`config.mk`:
```
export PLATFORM = sky130hd
export DESIGN_NAME = round_robin_task_scheduler
export DESIGN_NICKNAME = d
export VERILOG_FILES = /design/src/design/rrts_pkg.sv /design/src/design/rrts_ram.sv /design/src/design/rrts_ctrl.sv /design/src/design/rrts_datapath.sv /design/src/design/round_robin_task_scheduler.sv
export VERILOG_INCLUDE_DIRS = /design/src /design/src/design
export SDC_FILE = /design/constraint.sdc
export NUM_CORES = 1
export LEC_CHECK = 0
export BUFFER_PORTS_ARGS = -buffer_cell sky130_fd_sc_hd__clkbuf_2
export CORE_AREA = 2 2 138 274
export DETAILED_ROUTE_END_ITERATION = 8
export DIE_AREA = 0 0 140 276
export HOLD_SLACK_MARGIN = 0.05
export PLACE_DENSITY = 0.75
export SLEW_MARGIN = 40
export SYNTH_ARGS = -nofsm -noshare
export SYNTH_HDL_FRONTEND = slang
export SYNTH_SLANG_ARGS = --single-unit
```
`constraint.sdc`:
```
create_clock -name clk -period 7.9 [get_ports clk]
set_input_delay 2.37 -clock clk [delete_from_list [all_inputs] [get_ports clk]]
set_output_delay 2.37 -clock clk [all_outputs]
set_load 0.005 [all_outputs]
```
`src/design/assert_macros.svh`:
```
// Assertion helpers for the RTL, included by rrts_datapath.
`ifndef ASSERT_MACROS_SVH
`define ASSERT_MACROS_SVH

`ifndef SYNTH
// prop must hold at every clock edge out of reset
`define ASSERT_ON(lbl, clk, rst_n, prop) \
	lbl: assert property (@(posedge clk) disable iff (!rst_n) (prop)) \
	else $error("assertion failed: %m");
// expr must never be true at a clock edge out of reset
`define ASSERT_NEVER(lbl, clk, rst_n, expr) \
	lbl: assert property (@(posedge clk) disable iff (!rst_n) !(expr)) \
	else $error("forbidden condition: %m");
`else
`define ASSERT_ON(lbl, clk, rst_n, prop)
`define ASSERT_NEVER(lbl, clk, rst_n, expr)
`endif

`endif

```
`src/design/rrts_pkg.sv`:
```
package rrts_pkg;

	localparam int QUEUE_DEPTH_DEF = 16;

	localparam int ID_W    = 8;
	localparam int LEN_W   = 16;
	localparam int SLICE_W = 16;
	localparam int STAT_W  = 2;
	localparam int ENTRY_W = ID_W + LEN_W;

	localparam logic [SLICE_W-1:0] SLICE_RESET = SLICE_W'(1);

	// result status codes
	localparam logic [STAT_W-1:0] ST_OK      = 2'd0;
	localparam logic [STAT_W-1:0] ST_INVALID = 2'd1;
	localparam logic [STAT_W-1:0] ST_FULL    = 2'd2;

	// sequencer -> datapath
	typedef struct packed {
		logic load_item;  // latch the accepted word
		logic arrive;     // push arrival at queue head, or flag it
		logic rd_head;    // read entry at queue head
		logic take;       // running task <= entry read last cycle
		logic save_old;   // with take: old running task goes to the tail
		logic go_idle;    // finished task, empty queue
		logic count_down; // length and slice countdown
		logic emit;       // load the result register
	} ctrl_cmd_t;

	// datapath -> sequencer
	typedef struct packed {
		logic is_arrival;
		logic busy;
		logic left_zero;
		logic count_nz;
		logic slice_zero;
		logic out_free;
	} dp_stat_t;

endpackage

```
`src/design/rrts_ram.sv`:
```
module rrts_ram #(
	parameter int WIDTH = rrts_pkg::ENTRY_W,
	parameter int DEPTH = rrts_pkg::QUEUE_DEPTH_DEF
) (
	input  logic                                   clk,
	input  logic                                   wr_en,
	input  logic [(DEPTH > 1 ? $clog2(DEPTH) : 1)-1:0] wr_addr,
	input  logic [WIDTH-1:0]                       wr_data,
	input  logic                                   rd_en,
	input  logic [(DEPTH > 1 ? $clog2(DEPTH) : 1)-1:0] rd_addr,
	output logic [WIDTH-1:0]                       rd_data
);

	logic [WIDTH-1:0] mem_q [DEPTH];
	logic [WIDTH-1:0] rd_data_q;

	always_ff @(posedge clk) begin
		if (wr_en) begin
			mem_q[wr_addr] <= wr_data;
		end
		if (rd_en) begin
			rd_data_q <= mem_q[rd_addr];
		end
	end

	assign rd_data = rd_data_q;

endmodule

```
`src/design/rrts_ctrl.sv`:
```
module rrts_ctrl (
	input  logic                 clk,
	input  logic                 arst_n,
	input  logic                 in_valid,
	output logic                 in_ready,
	input  rrts_pkg::dp_stat_t   stat,
	output rrts_pkg::ctrl_cmd_t  cmd
);

	typedef enum logic [7:0] {
		S_IDLE   = 8'b0000_0001,
		S_ARRIVE = 8'b0000_0010,
		S_P1     = 8'b0000_0100,
		S_TAKE1  = 8'b0000_1000,
		S_P2     = 8'b0001_0000,
		S_TAKE2  = 8'b0010_0000,
		S_DEC    = 8'b0100_0000,
		S_EMIT   = 8'b1000_0000
	} state_t;

	state_t state_q, state_d;

	always_ff @(posedge clk or negedge arst_n) begin
		if (!arst_n) begin
			state_q <= S_IDLE;
		end else begin
			state_q <= state_d;
		end
	end

	assign in_ready = (state_q == S_IDLE);

	always_comb begin
		state_d = state_q;
		cmd     = '0;
		unique case (state_q)
			S_IDLE: begin
				if (in_valid) begin
					cmd.load_item = 1'b1;
					state_d       = S_P1;
				end
			end
			// the latched word is visible from here on
			S_P1: begin
				if (stat.is_arrival) begin
					state_d = S_ARRIVE;
				end else if (stat.busy && stat.left_zero) begin
					if (stat.count_nz) begin
						cmd.rd_head = 1'b1;
						state_d     = S_TAKE1;
					end else begin
						cmd.go_idle = 1'b1;
						state_d     = S_P2;
					end
				end else if (!stat.busy && stat.count_nz) begin
					cmd.rd_head = 1'b1;
					state_d     = S_TAKE1;
				end else begin
					state_d = S_P2;
				end
			end
			S_ARRIVE: begin
				cmd.arrive = 1'b1;
				state_d    = S_EMIT;
			end
			S_TAKE1: begin
				cmd.take = 1'b1;
				state_d  = S_P2;
			end
			// slice expiry: rotate at most once per tick
			S_P2: begin
				if (stat.slice_zero && stat.count_nz) begin
					cmd.rd_head = 1'b1;
					state_d     = S_TAKE2;
				end else begin
					state_d = S_DEC;
				end
			end
			S_TAKE2: begin
				cmd.take     = 1'b1;
				cmd.save_old = 1'b1;
				state_d      = S_DEC;
			end
			S_DEC: begin
				cmd.count_down = 1'b1;
				state_d        = S_EMIT;
			end
			S_EMIT: begin
				if (stat.out_free) begin
					cmd.emit = 1'b1;
					state_d  = S_IDLE;
				end
			end
			default: begin
				state_d = S_IDLE;
			end
		endcase
	end

endmodule

```
`src/design/rrts_datapath.sv`:
```
`include "assert_macros.svh"

module rrts_datapath #(
	parameter int QUEUE_DEPTH = rrts_pkg::QUEUE_DEPTH_DEF
) (
	input  logic                         clk,
	input  logic                         arst_n,
	input  rrts_pkg::ctrl_cmd_t          cmd,
	output rrts_pkg::dp_stat_t           stat,
	input  logic                         in_command,
	input  logic [rrts_pkg::ID_W-1:0]    in_id,
	input  logic [rrts_pkg::LEN_W-1:0]   in_len,
	input  logic                         cfg_valid,
	input  logic [rrts_pkg::SLICE_W-1:0] cfg_data,
	input  logic                         out_ready,
	output logic                         out_valid,
	output logic                         out_run,
	output logic [rrts_pkg::ID_W-1:0]    out_id,
	output logic [rrts_pkg::STAT_W-1:0]  out_status
);

	localparam int AW = (QUEUE_DEPTH > 1) ? $clog2(QUEUE_DEPTH) : 1;
	localparam int CW = $clog2(QUEUE_DEPTH + 1);
	localparam int SW = CW + 1;

	localparam int ID_W    = rrts_pkg::ID_W;
	localparam int LEN_W   = rrts_pkg::LEN_W;
	localparam int SLICE_W = rrts_pkg::SLICE_W;
	localparam int STAT_W  = rrts_pkg::STAT_W;
	localparam int ENTRY_W = rrts_pkg::ENTRY_W;

	logic [SLICE_W-1:0] slice_ticks_q;
	logic [AW-1:0]      head_q;
	logic [CW-1:0]      count_q;
	logic               busy_q;
	logic [ID_W-1:0]    task_q;
	logic [LEN_W-1:0]   left_q;
	logic [SLICE_W-1:0] slice_q;
	logic               cmd_q;
	logic [ID_W-1:0]    id_q;
	logic [LEN_W-1:0]   len_q;
	logic [STAT_W-1:0]  status_q;
	logic               out_valid_q;
	logic               out_run_q;
	logic [ID_W-1:0]    out_id_q;
	logic [STAT_W-1:0]  out_status_q;

	logic [AW-1:0]      head_dec;
	logic [AW-1:0]      head_inc;
	logic [SW-1:0]      tail_sum;
	logic [AW-1:0]      tail_addr;
	logic               full;
	logic               arrive_ok;

	logic               ram_wr_en;
	logic [AW-1:0]      ram_wr_addr;
	logic [ENTRY_W-1:0] ram_wr_data;
	logic [ENTRY_W-1:0] ram_rd_data;

	assign head_dec = (head_q == '0) ? AW'(QUEUE_DEPTH - 1) : head_q - AW'(1);
	assign head_inc = (head_q == AW'(QUEUE_DEPTH - 1)) ? '0 : head_q + AW'(1);

	// tail slot is head + count, wrapped once
	assign tail_sum  = SW'(head_q) + SW'(count_q);
	assign tail_addr = (tail_sum >= SW'(QUEUE_DEPTH)) ? AW'(tail_sum - SW'(QUEUE_DEPTH))
	                                                   : AW'(tail_sum);

	assign full      = (count_q == CW'(QUEUE_DEPTH));
	assign arrive_ok = (len_q != '0) && !full;

	assign ram_wr_en   = (cmd.arrive && arrive_ok) || (cmd.take && cmd.save_old);
	assign ram_wr_addr = cmd.arrive ? head_dec : tail_addr;
	assign ram_wr_data = cmd.arrive ? {len_q, id_q} : {left_q, task_q};

	rrts_ram #(
		.WIDTH (ENTRY_W),
		.DEPTH (QUEUE_DEPTH)
	) u_ram (
		.clk     (clk),
		.wr_en   (ram_wr_en),
		.wr_addr (ram_wr_addr),
		.wr_data (ram_wr_data),
		.rd_en   (cmd.rd_head),
		.rd_addr (head_q),
		.rd_data (ram_rd_data)
	);

	always_ff @(posedge clk or negedge arst_n) begin
		if (!arst_n) begin
			slice_ticks_q <= rrts_pkg::SLICE_RESET;
			head_q        <= '0;
			count_q       <= '0;
			busy_q        <= 1'b0;
			task_q        <= '0;
			left_q        <= '0;
			slice_q       <= '0;
			cmd_q         <= 1'b0;
			status_q      <= rrts_pkg::ST_OK;
			out_valid_q   <= 1'b0;
		end else begin
			if (cfg_valid) begin
				slice_ticks_q <= cfg_data;
			end
			if (cmd.load_item) begin
				cmd_q    <= in_command;
				status_q <= rrts_pkg::ST_OK;
			end
			if (cmd.arrive) begin
				if (len_q == '0) begin
					status_q <= rrts_pkg::ST_INVALID;
				end else if (full) begin
					status_q <= rrts_pkg::ST_FULL;
				end else begin
					head_q  <= head_dec;
					count_q <= count_q + CW'(1);
				end
			end
			if (cmd.take) begin
				busy_q  <= 1'b1;
				task_q  <= ram_rd_data[ID_W-1:0];
				left_q  <= ram_rd_data[ENTRY_W-1:ID_W];
				slice_q <= slice_ticks_q;
				head_q  <= head_inc;
				// a rotation pushes one back, count unchanged
				if (!cmd.save_old) begin
					count_q <= count_q - CW'(1);
				end
			end
			if (cmd.go_idle) begin
				busy_q  <= 1'b0;
				task_q  <= '0;
				left_q  <= '0;
				slice_q <= slice_ticks_q;
			end
			if (cmd.count_down) begin
				if (busy_q && left_q != '0) begin
					left_q <= left_q - LEN_W'(1);
				end
				if (slice_q != '0) begin
					slice_q <= slice_q - SLICE_W'(1);
				end
			end
			if (cmd.emit) begin
				out_valid_q <= 1'b1;
			end else if (out_ready) begin
				out_valid_q <= 1'b0;
			end
		end
	end

	always_ff @(posedge clk) begin
		if (cmd.load_item) begin
			id_q  <= in_id;
			len_q <= in_len;
		end
		if (cmd.emit) begin
			out_run_q    <= busy_q;
			out_id_q     <= busy_q ? task_q : '0;
			out_status_q <= status_q;
		end
	end

	always_comb begin
		stat            = '0;
		stat.is_arrival = cmd_q;
		stat.busy       = busy_q;
		stat.left_zero  = (left_q == '0);
		stat.count_nz   = (count_q != '0);
		stat.slice_zero = (slice_q == '0);
		stat.out_free   = !out_valid_q || out_ready;
	end

	assign out_valid  = out_valid_q;
	assign out_run    = out_run_q;
	assign out_id     = out_id_q;
	assign out_status = out_status_q;

	`ASSERT_ON(a_count_range, clk, arst_n, count_q <= CW'(QUEUE_DEPTH))
	`ASSERT_ON(a_head_range, clk, arst_n, head_q <= AW'(QUEUE_DEPTH - 1))
	`ASSERT_ON(a_idle_clear, clk, arst_n, busy_q || (task_q == '0 && left_q == '0))
	`ASSERT_ON(a_take_after_read, clk, arst_n, cmd.take |-> $past(cmd.rd_head))
	`ASSERT_NEVER(a_take_empty, clk, arst_n, cmd.take && count_q == '0)

endmodule

```
`src/design/round_robin_task_scheduler.sv`:
```
// Round-robin task scheduler with a programmable time slice. An arrival word
// (tuser = 1) pushes {task_id, task_length} at the head of the ready queue; a
// tick word (tuser = 0) retires a finished task, lets an idle CPU take the
// queue head, rotates the running task to the tail when its slice has run out,
// then counts down the task length and the slice. Each word yields one result
// word with the running task and a status (0 ok, 1 zero-length arrival
// rejected, 2 arrival dropped on a full queue). One word is worked at a time
// by a step sequencer around the queue RAM, whose registered read adds a step
// for each queue pop. The input is not ready again until the result has been
// loaded into the output register, and the sequencer waits to load it while
// the previous result is still held there. A finished result waits in that
// register while the next word is taken. slice_ticks is written over the cfg
// channel, always ready; the user must write it only while the block is idle, which the block does not enforce.
module round_robin_task_scheduler #(
	parameter int QUEUE_DEPTH = rrts_pkg::QUEUE_DEPTH_DEF
) (
	input  logic        clk,
	input  logic        arst_n,
	input  logic        s_tvalid,
	output logic        s_tready,
	input  logic [23:0] s_tdata,   // task_id[7:0], task_length[23:8]
	input  logic [0:0]  s_tuser,   // command[0]
	output logic        m_tvalid,
	input  logic        m_tready,
	output logic [15:0] m_tdata,   // running_id[7:0], status[9:8], zero[15:10]
	output logic [0:0]  m_tuser,   // running_valid[0]
	input  logic        cfg_valid,
	output logic        cfg_ready,
	input  logic [15:0] cfg_data   // slice_ticks
);

	rrts_pkg::ctrl_cmd_t cmd;
	rrts_pkg::dp_stat_t  stat;

	logic [rrts_pkg::ID_W-1:0]   out_id;
	logic [rrts_pkg::STAT_W-1:0] out_status;
	logic                        out_run;

	rrts_ctrl u_ctrl (
		.clk      (clk),
		.arst_n   (arst_n),
		.in_valid (s_tvalid),
		.in_ready (s_tready),
		.stat     (stat),
		.cmd      (cmd)
	);

	rrts_datapath #(
		.QUEUE_DEPTH (QUEUE_DEPTH)
	) u_datapath (
		.clk        (clk),
		.arst_n     (arst_n),
		.cmd        (cmd),
		.stat       (stat),
		.in_command (s_tuser[0]),
		.in_id      (s_tdata[7:0]),
		.in_len     (s_tdata[23:8]),
		.cfg_valid  (cfg_valid),
		.cfg_data   (cfg_data),
		.out_ready  (m_tready),
		.out_valid  (m_tvalid),
		.out_run    (out_run),
		.out_id     (out_id),
		.out_status (out_status)
	);

	assign cfg_ready = 1'b1;
	assign m_tdata   = {6'b0, out_status, out_id};
	assign m_tuser   = out_run;

endmodule

```
# Word-level counts from Yosys, hierarchy flattened
# Memories as Yosys holds them, arrays and structs flattened. A register that Yosys moved wholly into a read port is not among the register bits.
# Cells that the tools add are included.
# totals
ff_bits,113
mem_bits_rw,384
input_bits,46
output_inout_bits,20
wordCells,127
memories,1
# op_classes
n_addsub,8
magnitude_cmp,1
n_eq_ne,14
muxes,60
reduce_logical,27
# memory_table
memory,depth,width,read_ports,rd_clocked_by_memory_dff,write_ports,line_no,rtl
u_datapath.u_ram.mem_q,16,24,1,1,1,rrts_ram.sv:14,logic [WIDTH-1:0] mem_q [DEPTH];
# ops
operator,count
two-way mux 16 bit,8
one-hot mux 8 bit (7 select lines),1
zero test 16 bit,3
nonzero test 16 bit,3
two-way mux 5 bit,8
two-way mux 8 bit,5
two-way mux 4 bit,8
subtractor 16 x 1 -> 16 bit (second input constant),2
two-way mux 24 bit,1
two-way mux 1 bit,23
== test 8 x 1 -> 1 bit (second input constant),1
== test 8 x 2 -> 1 bit (second input constant),1
== test 8 x 3 -> 1 bit (second input constant),1
== test 8 x 4 -> 1 bit (second input constant),1
== test 8 x 5 -> 1 bit (second input constant),1
== test 8 x 6 -> 1 bit (second input constant),1
== test 8 x 7 -> 1 bit (second input constant),1
== test 8 bit (second input constant),1
two-way mux 2 bit,4
subtractor 4 x 1 -> 4 bit (second input constant),2
logical AND 1 bit,7
two-way mux 7 bit,1
adder 4 x 5 -> 6 bit,1
greater-or-equal comparator 6 x 5 -> 1 bit (second input constant),1
other kinds (16),24

# Depth between registers and ports, before layout
# logic_depth
ltp_word,8
ltp_mapped,9

# By module
# A second synthesis with hierarchy kept.
# unflattened
hier_cells,1200
hier_area_um2,21229.1
# modules_own_cells
mod,instances,cells_per_inst,area_per_inst_um2,seq_area_each_um2
rrts_ram,1,636,15170.8,12251.8
rrts_datapath,1,497,5469.0,2803.9
rrts_ctrl,1,58,529.3,201.4
round_robin_task_scheduler,1,9,60.1,0.0

# Least setup slack after synthesis
# No wires, ideal clock.
# synth_timing
path_type,register to register
startpoint,register u_datapath.head_q[0]
endpoint,"memory u_datapath.u_ram.mem_q[5][0] in the netlist's numbering, enable pin"
setup_time_ns,0.435
t_arrival_ns,3.753
required_time_ns,7.465
setup_slack_ns,3.712
path_stages_with_launch,8
synth_period_minus_slack_ns,4.188
path_cell_list,dfrtp_1 clkbuf_1 inv_1 ha_1 o21bai_1 a31oi_1 a32oi_1 nor3_1
# synth_via
elab_chain_len,4
elab_cells_between_ends,8
cone_classes,add/sub (3); order compare (1); mux (3); reduce/logical (1)
# synth_rtl
item,line_no,rtl
start: declaration,rrts_datapath.sv:33,logic [AW-1:0] head_q;
start signal: assignment,rrts_datapath.sv:123,head_q <= head_inc;
adder 4 x 5 -> 6 bit,rrts_datapath.sv:64,assign tail_sum = SW'(head_q) + SW'(count_q);
greater-or-equal comparator 6 x 5 -> 1 bit / subtractor 4 x 1 -> 4 bit (equally long branches),rrts_datapath.sv:65,assign tail_addr = (tail_sum >= SW'(QUEUE_DEPTH)) ? AW'(tail_sum - SW'(QUEUE_DEPTH))
two-way mux 4 bit,rrts_datapath.sv:65,
two-way mux 4 bit (*),rrts_datapath.sv:72,assign ram_wr_addr = cmd.arrive ? head_dec : tail_addr;
end: declaration,rrts_ram.sv:14,
# Mark *: on every way between the ends. The rest lies on a longest branch, timed or not.

# Worst setup path in the final report
# layout_timing
startpoint,register u_ctrl.state_q[5]
endpoint,output s_tready
# layout_via
elab_chain_len,1
# layout_rtl
item,line_no,rtl
start: declaration,rrts_ctrl.sv:21,"state_t state_q, state_d;"
start signal: assignment,rrts_ctrl.sv:27,state_q <= state_d;
== test 8 x 1 -> 1 bit,rrts_ctrl.sv:31,assign in_ready = (state_q == S_IDLE);
end: declaration,round_robin_task_scheduler.sv:20,"output logic s_tready,"
# No other way between the ends.

==> metrics.txt <==
nets@finish 1336; ANT cells 0; Primary FF master, synth edfxtp_1; Sw Ratio 31.1%; final core utilization 64.7%; synth-to-layout area growth 11.0%; Mapped Avg Cell Area 17.7 µm²; GRT Util Overall 25.4%; cell taking the most area after synthesis edfxtp_1; Starting Density 58.3%; Cell Rows 99; run status complete, but fails checks; mapped cell area 21300 µm²; most frequent cell after synthesis edfxtp_1; setup TNS 0 ps; multi-input logic area 5770 µm²; Cells after Synth 1205; via count 11700; post-CTS setup buffer count 0; fin. max-slew vios 0; fin worst setup slack 3560 ps; #FFs+latches synth 521; insertion delay to the later sink of the worst-skew pair 560 ps; first-pass GRT wire length 73.5 mm; RePlAce Congestion 0.924; critical path class flop to output port; Yosys cell types 74; Crit Path Max Fanout 8; RSZ-0062 raised after global routing no; layout filler cell count 2420; root buffer cell clkbuf_16; Pleak 8.06 nW; Hold/Removal Path Class flop to flop; Seq/Total Area, Yosys 71.6%; MaxCap Viol Count 0; post_cts resized 0; layout cells sized above 1 25.6%; failing checks DRC; fraction of registers with async set/reset 15.0%; internal cell power 5.52 mW; CP endpoint kind output port; Final Skew 22.4 ps; vias in the first global route 12100; part of the power in combinational logic 27.4%; clock network power share 26.7%; final-report hold violation count 0; count of final setup violators 0; Worst VDD drop 0.191 mV; Slew @ Worst Pin 762 ps; initial antenna violation count 0; Post-CTS Hold Buffers 0; residual DRC count 11; CTS clk-pin slew, worst paths 70 ps; cell area after layout 23700 µm²; io pins 66; standard cell core area 36500 µm²; vias per cell 6.64; WL/cell 27.1 µm; startpoint types flop; Post-synth top cells edfxtp_1 (443), mux4_2 (120), nand2_1 (83); Post-synth EDFFs 443; CTS max path bufs 3; clk sink count 521; quantity of I/O buffers inserted on ports 58; Post-Route WL 47.9 mm; initial detailed-routing violation count 995; die span in y 276 µm; pre-CTS setup slack 3740 ps; Die W 140 µm; Switching Power 2.49 mW; Slew headroom 48.8%; final worst-path cycle share 54.9%; largest net degree at the start of global routing 67; fin crit period 4340 ps; CP arrival 1970 ps; P per Cell Area 339 nW/µm²; CTS buffer count 43; Fin Hold WS 458 ps; Die ar. 38600 µm²; placed instance area 22200 µm²; Sequential cell area 15300 µm²; Sequential Power Share 45.9%; post-DP HPWL 31.0 mm; grt ovf 0; highest clock rate 230 MHz; Post-DRT Antenna Nets 0; Synth top area share 62.4%; Synthesis Warnings 0; Worst EP required 5530 ps; Pre-antenna DRT Iters 9; TritonCTS clock tree done; H-tree depth 2; main area contributors after synthesis edfxtp_1 (62%), mux4_2 (13%), dfrtp_1 (8.9%)
==> state kept, by name (all words and copies together) (netlist names) <==
name	cells
u_datapath.left_q	16
u_ctrl.state_q	8
u_datapath.out_valid	1
u_datapath.len_q	16
u_datapath.slice_ticks_q	16
u_datapath.cmd_q	1
u_datapath.task_q	8
u_datapath.busy_q	1
u_datapath.status_q	2
u_datapath.slice_q	16
u_datapath.id_q	8
u_datapath.out_id	8
u_datapath.u_ram.rd_data	24
u_datapath.u_ram.mem_q	384
u_datapath.out_status	2
u_datapath.head_q	4
u_datapath.out_run	1
u_datapath.count_q	5
==> cell families (layout without fill, tap and decap cells) <==
family                     count (synthesis)  after routing  share of synthesized area (%)
buffers and inverters                     94            196                           1.84
xor gates and xnor gates                   8              8                          0.329
other                                      2              7                         0.0352
muxes                                    140            140                           13.7
AOI/OAI and AO/OA                        150            150                           4.88
and+or+nand+nor                          279            279                           6.92
adders and majority gates                 11             11                          0.681
DFF                                      521            521                           71.6
==> metrics by stage <==
step	total power, mW	cells
detailed placement	5.92	1688
global placement	5.85	1688
floorplan	5.19	1210
global route	8.34	1766
finish	8.01	1766
CTS	8.04	1766
==> worst max-delay path, cell delays in order (launching register included) <==
cell	delay [ps]
dfrtp_1	460
nor4_1	510
and4b_1	320
clkbuf_2	130
==> area by class of cell <==
| cell class | instances | area share [%] |
|---|---|---|
| inverter | 26 | 0.423 |
| timing repair buffer | 92 | 2.35 |
| clock buffer | 52 | 4.96 |
| multi-input combinational | 595 | 24.4 |
| sequential | 521 | 64.5 |
| tap | 454 | 2.40 |
| clock inverter | 26 | 0.957 |
==> cell usage in the layout, fill, tap and decap left out, types with 6 or more instances in the layout <==
cell type / netlist / layout
and2_1: 15 / 15
nor4_1: 17 / 13
clkbuf_1: 40 / 6
a31oi_1: 13 / 13
or3_1: 9 / 9
conb_1: 2 / 7
nand2_1: 83 / 83
nor3_1: 20 / 16
nor2_1: 44 / 32
or4_1: 17 / 17
clkinv_1: 0 / 7
mux4_2: 120 / 120
ha_1: 10 / 10
dfrtp_1: 76 / 74
clkbuf_16: 0 / 46
edfxtp_1: 443 / 443
inv_1: 25 / 24
and3_1: 9 / 9
a21oi_1: 27 / 27
clkinv_2: 0 / 7
clkbuf_2: 0 / 57
o211ai_1: 17 / 17
mux2_2: 16 / 16
nand4_1: 12 / 12
a211oi_1: 6 / 6
nor2_2: 0 / 12
a22o_1: 8 / 8
o21ai_0: 29 / 25
nand3_1: 19 / 19
buf_4: 7 / 33
==> power by group through the flow <==
stage | combinational [mW] | clock (mW) | sequential (mW)
after detailed placement | 2.19 | 0 | 3.73
after global placement | 2.13 | 0 | 3.72
after global routing | 2.37 | 2.26 | 3.71
after floorplan | 1.62 | 0 | 3.57
after CTS | 2.20 | 2.17 | 3.67
final | 2.20 | 2.14 | 3.68
==> path summary, 6_finish.rpt <==
kind	to	slack, ps	cells after the start	start
setup / recovery	s_tready	3560	3	u_ctrl.state_q[5]$_DFFE_PN0P_
hold / removal	u_datapath.out_status[0]$_DFFE_PP_	460	0	u_datapath.status_q[0]$_DFF_PN0_
setup reg to reg	u_datapath.u_ram.mem_q[0][1]$_DFFE_PP_	3760	8	u_datapath.head_q[0]$_DFFE_PN0P_
hold reg to reg	u_datapath.out_status[0]$_DFFE_PP_	460	0	u_datapath.status_q[0]$_DFF_PN0_
max in group asynchronous	u_datapath.head_q[1]$_DFFE_PN0P_	5310	2	arst_n
min in group asynchronous	u_datapath.slice_ticks_q[7]$_DFFE_PN0P_	1640	1	arst_n
==> layer usage <==
layer | vias up | part of all wire, % | GRT usage (%) | wire (µm)
li1 | 5007 | - | - | -
met1 | 6056 | 36 | 30.9 | 17100
met2 | 527 | 54 | 45.7 | 25900
met3 | 133 | 5.6 | 3.00 | 2670
met4 | 0 | 4.6 | 11.0 | 2220
met5 | - | 0 | 0 | 0
Power figures use the tool's default switching activity.
